File: src/rtl/core/evp_pkg.sv
// shared constants and types for the exponent vector packer
`timescale 1ns / 1ps

package evp_pkg;

	// fixed port field widths
	localparam int SLOT_BITS       = 5;
	localparam int DEG_FIELD_BITS  = 16;
	localparam int WORD_FIELD_BITS = 64;
	localparam int S_TDATA_BITS    = 24;

	// per-transaction result limit and run counters
	localparam int MAX_RESULTS = 11;
	localparam int WC_BITS     = 4;
	localparam int WE_BITS     = 4;
	localparam logic [WE_BITS-1:0] WE_SAT = 4'd15;

	// opcodes carried on the input tuser
	localparam logic OP_LOAD = 1'b0;
	localparam logic OP_PACK = 1'b1;

	// parameter defaults
	localparam int NUM_SLOTS_DEF   = 32;
	localparam int WORD_BITS_DEF   = 64;
	localparam int DEGREE_BITS_DEF = 16;

	typedef enum logic [7:0] {
		ST_IDLE  = 8'b0000_0001,
		ST_DSET  = 8'b0000_0010,
		ST_DRUN  = 8'b0000_0100,
		ST_RD    = 8'b0000_1000,
		ST_PL    = 8'b0001_0000,
		ST_TAIL  = 8'b0010_0000,
		ST_PAD   = 8'b0100_0000,
		ST_FLUSH = 8'b1000_0000
	} evp_state_t;

endpackage

File: src/rtl/core/exponent_vector_packer.sv
// exponent vector packer: slot width table, word count divider and field packer
`timescale 1ns / 1ps
// a last load then computes the word count by repeated subtraction, one subtract per
//   cycle on one subtractor (at most 11 steps)
// a pack walks each slot position with a table read, then a place (a slot past the table
//   takes the read only), then a flush; a last pack also passes the tail and padding
//   states, and every step that emits a word can be held by output stalls
// one transaction at a time; reset clears control and run state, the width table is unset

module exponent_vector_packer
	import evp_pkg::*;
#(
	parameter int NUM_SLOTS   = NUM_SLOTS_DEF,
	parameter int WORD_BITS   = WORD_BITS_DEF,
	parameter int DEGREE_BITS = DEGREE_BITS_DEF
) (
	input  logic                       clk,
	input  logic                       arst_n,
	input  logic                       s_axis_tvalid,
	output logic                       s_axis_tready,
	input  logic [S_TDATA_BITS-1:0]    s_axis_tdata,  // slot[4:0], degree[20:5], zero fill
	input  logic                       s_axis_tuser,  // opcode
	input  logic                       s_axis_tlast,  // last
	output logic                       m_axis_tvalid,
	input  logic                       m_axis_tready,
	output logic [WORD_FIELD_BITS-1:0] m_axis_tdata,  // packed_word[63:0]
	output logic                       m_axis_tuser,  // error
	output logic                       m_axis_tlast   // last_word
);

	// widest field a slot can get
	localparam int WMAXW     = (DEGREE_BITS < WORD_BITS) ? DEGREE_BITS : WORD_BITS;
	localparam int WID_BITS  = $clog2(WMAXW + 1);
	localparam int LEN_BITS  = $clog2(DEGREE_BITS + 1);
	localparam int CNT_BITS  = $clog2(NUM_SLOTS + 1);
	localparam int ADDR_BITS = (NUM_SLOTS > 1) ? $clog2(NUM_SLOTS) : 1;
	localparam int TGT_BITS  = (CNT_BITS > SLOT_BITS) ? CNT_BITS : SLOT_BITS;
	localparam int BU_BITS   = $clog2(WORD_BITS + 1);
	localparam int SUM_BITS  = $clog2(NUM_SLOTS * WMAXW + 2);
	localparam int DIV_BITS  = (SUM_BITS > BU_BITS + 1) ? SUM_BITS : BU_BITS + 1;

	// input fields
	logic [SLOT_BITS-1:0]      in_slot;
	logic [DEG_FIELD_BITS-1:0] in_degree;
	logic [31:0]               in_deg32;
	logic [DEGREE_BITS-1:0]    in_deg;
	logic                      in_fire;

	assign in_slot   = s_axis_tdata[SLOT_BITS-1:0];
	assign in_degree = s_axis_tdata[SLOT_BITS +: DEG_FIELD_BITS];
	assign in_deg32  = 32'(in_degree);
	assign in_deg    = in_deg32[DEGREE_BITS-1:0];

	evp_state_t state_q;

	assign s_axis_tready = (state_q == ST_IDLE);
	assign in_fire       = s_axis_tvalid && s_axis_tready;

	// bit length of the incoming degree, priority encoder
	logic [5:0]          in_len;
	logic [LEN_BITS-1:0] in_len_n;
	logic [WID_BITS-1:0] in_width;

	always_comb begin
		in_len = '0;
		for (int i = 0; i < DEGREE_BITS; i++) begin
			if (in_deg[i]) begin
				in_len = 6'(i + 1);
			end
		end
		in_len_n = LEN_BITS'(in_len);
		if (32'(in_len) > 32'(WORD_BITS)) begin
			in_width = WID_BITS'(WORD_BITS);
		end else begin
			in_width = WID_BITS'(in_len);
		end
	end

	// slot table state
	logic [CNT_BITS-1:0] slot_count_q;
	logic [SUM_BITS-1:0] width_sum_q;
	logic [WID_BITS-1:0] width_max_q;
	logic [WC_BITS-1:0]  word_count_q;

	// load view after a restart on slot zero
	logic                restart;
	logic [CNT_BITS-1:0] ld_count;
	logic [SUM_BITS-1:0] ld_sum;
	logic [WID_BITS-1:0] ld_max;
	logic                ld_write;

	assign restart  = (in_slot == '0);
	assign ld_count = restart ? '0 : slot_count_q;
	assign ld_sum   = restart ? '0 : width_sum_q;
	assign ld_max   = restart ? '0 : width_max_q;
	assign ld_write = in_fire && (s_axis_tuser == OP_LOAD)
		&& (32'(ld_count) < 32'(NUM_SLOTS));

	// slot width and maximum table
	logic [WID_BITS-1:0]    width_mem [NUM_SLOTS];
	logic [DEGREE_BITS-1:0] max_mem   [NUM_SLOTS];
	logic [ADDR_BITS-1:0]   rd_addr;
	logic [WID_BITS-1:0]    rd_width_q;
	logic [DEGREE_BITS-1:0] rd_max_q;

	always_ff @(posedge clk) begin
		if (ld_write) begin
			width_mem[ld_count[ADDR_BITS-1:0]] <= in_width;
			max_mem[ld_count[ADDR_BITS-1:0]]   <= in_deg;
		end
		rd_width_q <= width_mem[rd_addr];
		rd_max_q   <= max_mem[rd_addr];
	end

	// pack run state
	logic [WORD_BITS-1:0]   acc_q;
	logic [BU_BITS-1:0]     bits_used_q;
	logic [WE_BITS-1:0]     words_emitted_q;
	logic                   error_seen_q;
	logic [CNT_BITS-1:0]    pos_q;
	logic [TGT_BITS-1:0]    target_q;
	logic [DEGREE_BITS-1:0] deg_q;
	logic [LEN_BITS-1:0]    deg_len_q;
	logic                   last_q;
	logic                   rd_tgt_q;
	logic [WC_BITS-1:0]     n_q;       // words produced in this transaction, capped

	// word count divider
	logic [DIV_BITS-1:0] rem_q;
	logic [WC_BITS-1:0]  wc_q;
	logic [DIV_BITS-1:0] div_q;

	assign div_q = DIV_BITS'(WORD_BITS) - DIV_BITS'(width_max_q) + DIV_BITS'(1);

	// pending word and output register
	logic [WORD_BITS-1:0] pend_q;
	logic                 pend_valid_q;
	logic                 out_valid_q;
	logic [WORD_BITS-1:0] out_word_q;
	logic                 out_last_q;
	logic                 out_err_q;

	assign m_axis_tvalid = out_valid_q;
	assign m_axis_tdata  = WORD_FIELD_BITS'(out_word_q);
	assign m_axis_tlast  = out_last_q;
	assign m_axis_tuser  = out_err_q;

	// position walk
	logic [TGT_BITS-1:0] pos_ext;
	logic [TGT_BITS-1:0] cnt_ext;
	logic [TGT_BITS-1:0] slot_ext;
	logic                zero_mode;
	logic                tgt_ok;

	assign pos_ext   = TGT_BITS'(pos_q);
	assign cnt_ext   = TGT_BITS'(slot_count_q);
	assign slot_ext  = TGT_BITS'(in_slot);
	assign zero_mode = (pos_ext < target_q) && (pos_ext < cnt_ext);
	assign tgt_ok    = (target_q < cnt_ext);
	assign rd_addr   = zero_mode ? pos_q[ADDR_BITS-1:0] : target_q[ADDR_BITS-1:0];

	// placement datapath, one shifter shared by every field
	logic                   out_free;
	logic                   can_emit;
	logic                   need_emit;
	logic [DEGREE_BITS-1:0] fmask;
	logic [WORD_BITS-1:0]   field_w;
	logic [BU_BITS-1:0]     bits_base;
	logic [WORD_BITS-1:0]   acc_base;
	logic [WORD_BITS-1:0]   acc_next;
	logic [BU_BITS-1:0]     bits_next;
	logic                   deg_bad;
	logic                   tail_need;
	logic                   pad_need;
	logic                   emit_fire;
	logic                   emit_keep;
	logic [WORD_BITS-1:0]   emit_word;
	logic                   flush_go;
	logic                   pend_to_out;

	assign out_free  = !out_valid_q || m_axis_tready;
	assign can_emit  = (32'(n_q) >= MAX_RESULTS) || !pend_valid_q || out_free;
	assign need_emit = ((BU_BITS + 1)'(bits_used_q) + (BU_BITS + 1)'(rd_width_q))
		> (BU_BITS + 1)'(WORD_BITS);

	always_comb begin
		for (int i = 0; i < DEGREE_BITS; i++) begin
			fmask[i] = (i < 32'(rd_width_q));
		end
		field_w   = rd_tgt_q ? WORD_BITS'(32'(deg_q & fmask)) : '0;
		bits_base = need_emit ? '0 : bits_used_q;
		acc_base  = need_emit ? '0 : acc_q;
		acc_next  = acc_base | (field_w << bits_base);
		bits_next = bits_base + BU_BITS'(rd_width_q);
		deg_bad   = (deg_q > rd_max_q) || (32'(deg_len_q) > 32'(rd_width_q));
	end

	assign tail_need = (bits_used_q != '0) || (words_emitted_q == '0) || (n_q == '0);
	assign pad_need  = (words_emitted_q < word_count_q);

	// a word leaves the packer; beyond the per-transaction cap it is dropped
	assign emit_fire = can_emit && (((state_q == ST_PL) && need_emit)
		|| ((state_q == ST_TAIL) && tail_need)
		|| ((state_q == ST_PAD) && pad_need));
	assign emit_keep = emit_fire && (32'(n_q) < MAX_RESULTS);
	assign emit_word = (state_q == ST_PAD) ? '0 : acc_q;

	// the word still pending at the end of a transaction takes the last flag
	assign flush_go    = (state_q == ST_FLUSH) && (!pend_valid_q || out_free);
	assign pend_to_out = (emit_keep && pend_valid_q)
		|| ((state_q == ST_FLUSH) && pend_valid_q && out_free);

	always_ff @(posedge clk or negedge arst_n) begin
		if (!arst_n) begin
			out_valid_q  <= 1'b0;
			out_last_q   <= 1'b0;
			out_err_q    <= 1'b0;
			pend_valid_q <= 1'b0;
		end else begin
			if (pend_to_out) begin
				out_valid_q <= 1'b1;
				out_last_q  <= (state_q == ST_FLUSH) && last_q;
				out_err_q   <= (state_q == ST_FLUSH) && last_q && error_seen_q;
			end else if (m_axis_tready) begin
				out_valid_q <= 1'b0;
			end
			if (emit_keep) begin
				pend_valid_q <= 1'b1;
			end else if (flush_go) begin
				pend_valid_q <= 1'b0;
			end
		end
	end

	always_ff @(posedge clk) begin
		if (pend_to_out) begin
			out_word_q <= pend_q;
		end
		if (emit_keep) begin
			pend_q <= emit_word;
		end
	end

	// sequencer
	always_ff @(posedge clk or negedge arst_n) begin
		if (!arst_n) begin
			state_q         <= ST_IDLE;
			slot_count_q    <= '0;
			width_sum_q     <= '0;
			width_max_q     <= '0;
			word_count_q    <= '0;
			acc_q           <= '0;
			bits_used_q     <= '0;
			words_emitted_q <= '0;
			error_seen_q    <= 1'b0;
			pos_q           <= '0;
			target_q        <= '0;
			deg_q           <= '0;
			deg_len_q       <= '0;
			last_q          <= 1'b0;
			rd_tgt_q        <= 1'b0;
			n_q             <= '0;
			rem_q           <= '0;
			wc_q            <= '0;
		end else begin
			if (emit_fire) begin
				if (words_emitted_q != WE_SAT) begin
					words_emitted_q <= words_emitted_q + 1'b1;
				end
				if (32'(n_q) < MAX_RESULTS) begin
					n_q <= n_q + 1'b1;
				end
			end
			case (state_q)
				ST_IDLE: begin
					if (in_fire) begin
						last_q    <= s_axis_tlast;
						deg_q     <= in_deg;
						deg_len_q <= in_len_n;
						if (s_axis_tuser == OP_LOAD) begin
							slot_count_q <= ld_count;
							width_sum_q  <= ld_sum;
							width_max_q  <= ld_max;
							if (restart) begin
								word_count_q    <= '0;
								acc_q           <= '0;
								bits_used_q     <= '0;
								words_emitted_q <= '0;
								error_seen_q    <= 1'b0;
								pos_q           <= '0;
							end
							if (ld_write) begin
								slot_count_q <= ld_count + 1'b1;
								width_sum_q  <= ld_sum + SUM_BITS'(in_width);
								if (in_width > ld_max) begin
									width_max_q <= in_width;
								end
							end
							state_q <= s_axis_tlast ? ST_DSET : ST_IDLE;
						end else begin
							// a slot that goes back is taken as the current position
							target_q <= (slot_ext < pos_ext) ? pos_ext : slot_ext;
							n_q      <= '0;
							state_q  <= ST_RD;
						end
					end
				end
				ST_DSET: begin
					rem_q   <= DIV_BITS'(width_sum_q) - DIV_BITS'(width_max_q)
						+ DIV_BITS'(1);
					wc_q    <= '0;
					state_q <= ST_DRUN;
				end
				ST_DRUN: begin
					// ceiling division by repeated subtraction, capped at the result limit
					if ((rem_q != '0) && (32'(wc_q) < MAX_RESULTS)) begin
						rem_q <= (rem_q > div_q) ? (rem_q - div_q) : '0;
						wc_q  <= wc_q + 1'b1;
					end else begin
						word_count_q <= (slot_count_q == '0) ? '0 : wc_q;
						state_q      <= ST_IDLE;
					end
				end
				ST_RD: begin
					if (zero_mode) begin
						rd_tgt_q <= 1'b0;
						state_q  <= ST_PL;
					end else if (tgt_ok) begin
						rd_tgt_q <= 1'b1;
						state_q  <= ST_PL;
					end else begin
						// slot beyond the loaded table, degree dropped
						error_seen_q <= 1'b1;
						state_q      <= last_q ? ST_TAIL : ST_FLUSH;
					end
				end
				ST_PL: begin
					if (!need_emit || can_emit) begin
						acc_q       <= acc_next;
						bits_used_q <= bits_next;
						if (rd_tgt_q) begin
							if (deg_bad) begin
								error_seen_q <= 1'b1;
							end
							pos_q   <= CNT_BITS'(target_q + 1'b1);
							state_q <= last_q ? ST_TAIL : ST_FLUSH;
						end else begin
							pos_q   <= pos_q + 1'b1;
							state_q <= ST_RD;
						end
					end
				end
				ST_TAIL: begin
					if (!tail_need || can_emit) begin
						state_q <= ST_PAD;
					end
				end
				ST_PAD: begin
					if (!pad_need) begin
						state_q <= ST_FLUSH;
					end
				end
				ST_FLUSH: begin
					if (flush_go) begin
						if (last_q) begin
							acc_q           <= '0;
							bits_used_q     <= '0;
							words_emitted_q <= '0;
							error_seen_q    <= 1'b0;
							pos_q           <= '0;
						end
						state_q <= ST_IDLE;
					end
				end
				default: begin
					state_q <= ST_IDLE;
				end
			endcase
		end
	end

endmodule

File: config.mk
export PLATFORM = sky130hd
export DESIGN_NAME = exponent_vector_packer
export DESIGN_NICKNAME = d
export VERILOG_FILES = /design/src/rtl/core/evp_pkg.sv /design/src/rtl/core/exponent_vector_packer.sv
export SDC_FILE = /design/constraint.sdc
export NUM_CORES = 2
export LEC_CHECK = 0
export BUFFER_PORTS_ARGS = -buffer_cell sky130_fd_sc_hd__buf_2
export CELL_PAD_IN_SITES_DETAIL_PLACEMENT = 1
export CELL_PAD_IN_SITES_GLOBAL_PLACEMENT = 1
export CORE_ASPECT_RATIO = 0.6
export CORE_MARGIN = 4
export CORE_UTILIZATION = 47
export CTS_CLUSTER_DIAMETER = 80
export CTS_CLUSTER_SIZE = 10
export DETAILED_ROUTE_END_ITERATION = 6
export MAX_ROUTING_LAYER = met4
export PLACE_DENSITY = 0.84
export SLEW_MARGIN = 20
export SYNTH_ARGS = -nofsm -noshare
export SYNTH_HDL_FRONTEND = slang
export SYNTH_SLANG_ARGS = --single-unit
File: constraint.sdc
create_clock -name clk -period 4.45 [get_ports clk]
set_clock_uncertainty 0.05 [all_clocks]
set_input_delay 0.89 -clock clk [delete_from_list [all_inputs] [get_ports clk]]
set_output_delay 0.89 -clock clk [all_outputs]
set_load 0.02 [all_outputs]
==> summary.md <==
| Metric | Value |
|---|---|
| Final core utilization | `55.1%` |
| R2r setup slk | `0.09 ns` |
| Crit end category | `flop` |
| CTS tree | `built` |
| Non-Filler Instances | `4,989` |
| WL final | `151 mm` |
| Critical path class | `reg2reg` |
| Crit path cell chain | `ha_1 -> fa_1 -> a21o_1 -> o2111ai_1 -> nand3_1 -> a31oi_2 -> buf_4 -> nor2_2 -> buf_4 -> a311oi_2 -> mux2i_1 -> mux2i_1 -> a22o_1` |
| Measured slew at the worst slew-check pin | `1.22 ns` |
| Grt ovf | `0` |
| Drt drc | `0` |
| Fmax | `230 MHz` |
| GPL Wtd Cong | `0.980` |
| Final setup fails | `0` |
| Part of the power in registers | `35.2%` |
| Max Slew Vio Count | `0` |
| Post-synth EDFFs | `768` |
| Synthesized Nets | `3,603` |
| Post-DP HPWL | `101 mm` |
| Clock power share | `27.0%` |
| GR Util All Layers | `31.7%` |
| Max Cap Viol | `0` |
| Reg-to-reg endpoint | `acc_q[47]$_DFFE_PN0P_` |
| Initial antenna violation count | `6` |
| Period minus WS final | `4.36 ns` |
| Final hold violations | `0` |
| Pre-Repair DR Iteration Count | `5` |
| Syn Std Cell Area | `43,100 um^2` |
| Combinational share of power | `37.8%` |
| Share of cells above drive strength 1 | `15.1%` |
| PnR worst setup slack | `0.0935 ns` |
| Syn-to-layout area delta | `15.4%` |
| TritonCTS buffer count | `105` |
| # rows | `85` |
| Vias in the first global route | `34,084` |
| Synth Flop Type | `edfxtp_1` |
| Fill cell count | `9,162` |
| Boundary Pins | `98` |
| DR WL/cell | `30.3 um` |
| Post-DRT Antenna Nets | `0` |
| Setup bufs post-CTS | `0` |
| Period utilization | `97.9%` |
| Worst ir drop on vdd | `0.000431 V` |
| Post-DR vias/cell | `6.59` |
| Average size of a mapped cell | `12.4 um^2` |
| Hold_buf cts | `0` |
| Core area | `90,300 um^2` |
| Crit path launch type | `flop` |
| # port buffers | `94` |
| Iteration-0 DRC count of the detailed router | `4,398` |
| Initial Util | `47.8%` |
| Buf/Inv on CP | `2` |
| Chip Width | `399 um` |
| First-pass GRT wire length | `223 mm` |
| Power per Cell Area | `608 nW/um^2` |
| P_sw | `0.0117 W` |
| Clock sink count | `953` |
| Post-synth ARST share | `17.3%` |
| Placed Cells | `4,786` |
| CP max stage cell | `a311oi_2` |
| Pleak | `18.6 nW` |
| Sw Ratio | `38.7%` |
| Dpl ws | `-0.144 ns` |
| Cell family with most CP delay | `compound AO/OA/AOI/OAI gates` |
| Flop and latch count out of synthesis | `953` |
| Worst-skew pair later-pin latency | `0.73 ns` |
| Hold WC Path Type | `in2async` |
| Vias | `32,874` |
| Yosys warnings | `0` |
| Multi-input logic area | `14,200 um^2` |
| Clock Root Buffer | `clkbuf_16` |
| Biggest cell delay along the critical path | `0.62 ns` |
| Worst path arrival time | `4.93 ns` |
| Nets | `3,808` |
| Total internal power | `0.0185 W` |
| Register area share after synthesis | `64.0%` |
| Die H | `243 um` |
| R2R Path Start | `rd_width_q[0]$_DFF_P_` |
| RSZ-0062 raised after global routing | `no` |
| Post-cts sizing count | `0` |
| Clock Tree Buf Depth | `3` |
| R2r worst-path depth | `13` |
| Largest net degree at the start of global routing | `99` |
| Outcome | `finished, final reports clean` |
| Critical path fanouts, max | `13` |
| Post-Syn Instances | `3,471` |
| Design Power | `0.0303 W` |
| Register area | `27,600 um^2` |
| Die area | `96,800 um^2` |
| Unique cell type count in the Yosys netlist | `104` |
| Clock-pin slew of the registers on the worst-case setup and hold paths | `0.06 ns` |
| CP required | `5.02 ns` |
| Rel. slew slack | `17.6%` |
| H-Tree Depth | `3` |
-- logic make-up (layout without fill, tap and decap cells) --
kind of cell             count (synthesis)  after routing  synth area share (%)
other                                    1              8               0.00870
multiplexers                            44             44                  1.18
AO/OA/AOI/OAI                          860            860                  14.1
XOR/XNOR                                35             35                 0.711
AND/OR/NAND/NOR                       1048           1048                  13.1
adder cells (fa/ha/maj)                102            102                  3.05
buffers and inverters                  428            721                  3.95
flip-flops                             953            953                  64.0
-- Yosys cell counts, types with 9 or more instances --
cell type,number,area [um^2]
buf_2,64,320
dfxtp_1,20,400
nor2b_1,14,87.6
a31oi_1,20,125
and3_1,181,1130
a22o_1,25,219
a22oi_1,18,135
xnor2_1,20,175
nand2_1,165,619
a21oi_1,101,505
a21o_1,29,218
nand4_1,50,313
o41ai_1,49,429
nor3_1,40,200
nor4bb_1,11,110
clkbuf_1,165,619
nand3_1,277,1390
o31ai_1,19,143
nand3b_1,9,67.6
or3_1,9,56.3
xor2_1,15,131
mux2_2,22,248
o21a_1,13,97.6
nand2b_1,20,125
mux2i_1,18,180
nor2_1,117,439
o211ai_1,93,698
o21ai_0,185,926
and2_1,83,519
dfrtp_1,164,4100
ha_1,97,1210
inv_1,180,676
and4bb_1,9,113
a211oi_1,172,1290
edfxtp_1,768,23100
nor4_1,25,156
a32oi_1,9,78.8
-- metrics by stage --
step	setup TNS [ns]	hold slack (ns)	instance area, um^2
after floorplan	-64.29	0.350	43100
after global placement	0	0.355	46600
after detailed placement	-0.569	0.356	46600
after CTS	0	0.0878	49700
after global routing	0	0.108	49800
final	0	0.0943	49800
-- cells in the final DEF (no fill, tap or decap), types with 93 or more instances in the layout --
cell type,count
edfxtp_1,768
nand3_1,275
buf_4,215
o21ai_0,185
and3_1,181
inv_1,178
a211oi_1,172
nand2_1,165
dfrtp_1,164
clkbuf_16,107
nor2_1,100
a21oi_1,98
ha_1,97
o211ai_1,93
buf_2,93
-- routing by layer --
layer / vias up / track usage [%] / part of all wire (%)
met4: 0 / 8.04 / 2.3
li1: 13776 / - / -
met2: 2066 / 44.3 / 43
met3: 268 / 11.6 / 14
met1: 16764 / 43.9 / 41
met5: - / - / 0
-- worst max-delay path by stage --
stage	slack [ns]	depth (start not counted)	to	startpoint
final	0.09	13	acc_q[47]$_DFFE_PN0P_	rd_width_q[0]$_DFF_P_
after global routing	0.01	13	acc_q[47]$_DFFE_PN0P_	rd_width_q[0]$_DFF_P_
after CTS	0.25	10	rd_width_q[3]$_DFF_P_	pos_ext[1]$_DFFE_PN0P_
after detailed placement	-0.14	19	width_max_q[0]$_DFFE_PN0P_	s_axis_tdata[7]
after global placement	0.35	22	width_sum_q[8]$_DFFE_PN0P_	s_axis_tdata[6]
after floorplan	-0.36	10	max_mem[23][0]$_DFFE_PP_	state_q[3]$_DFFE_PN0P_
-- sequential cells by signal, indices dropped and copies added, names as in the netlist, 5 cells and up --
register and cells:
width_sum_q 10, width_mem 160, deg_q 16, target_q 6, bits_used_q 7, state_q 8
m_axis_tdata 64, max_mem 480, width_max_q 5, pend_q 64, rd_max_q 15, pos_ext 6
cnt_ext 6, rem_q 10, acc_q 64, rd_width_q 5
-- power by group through the flow --
stage / sequential [W] / combinational (W) / clock, W
final: 0.0107 / 0.0114 / 0.00818
after global routing: 0.0107 / 0.0121 / 0.00869
after CTS: 0.0106 / 0.0111 / 0.00822
after detailed placement: 0.0108 / 0.0109 / 0
after global placement: 0.0108 / 0.0103 / 0
after floorplan: 0.0106 / 0.00673 / 0
-- area by class of cell --
cell class / count / share of cell area, %
antenna: 7 / 0.0352
inverter: 188 / 1.43
multi-input combinational: 2090 / 28.5
sequential: 953 / 55.4
clock inverter: 5 / 0.231
tap: 1218 / 3.06
timing repair buffer: 338 / 5.36
clock buffer: 190 / 6.00
(Power assumes the default switching activity.)
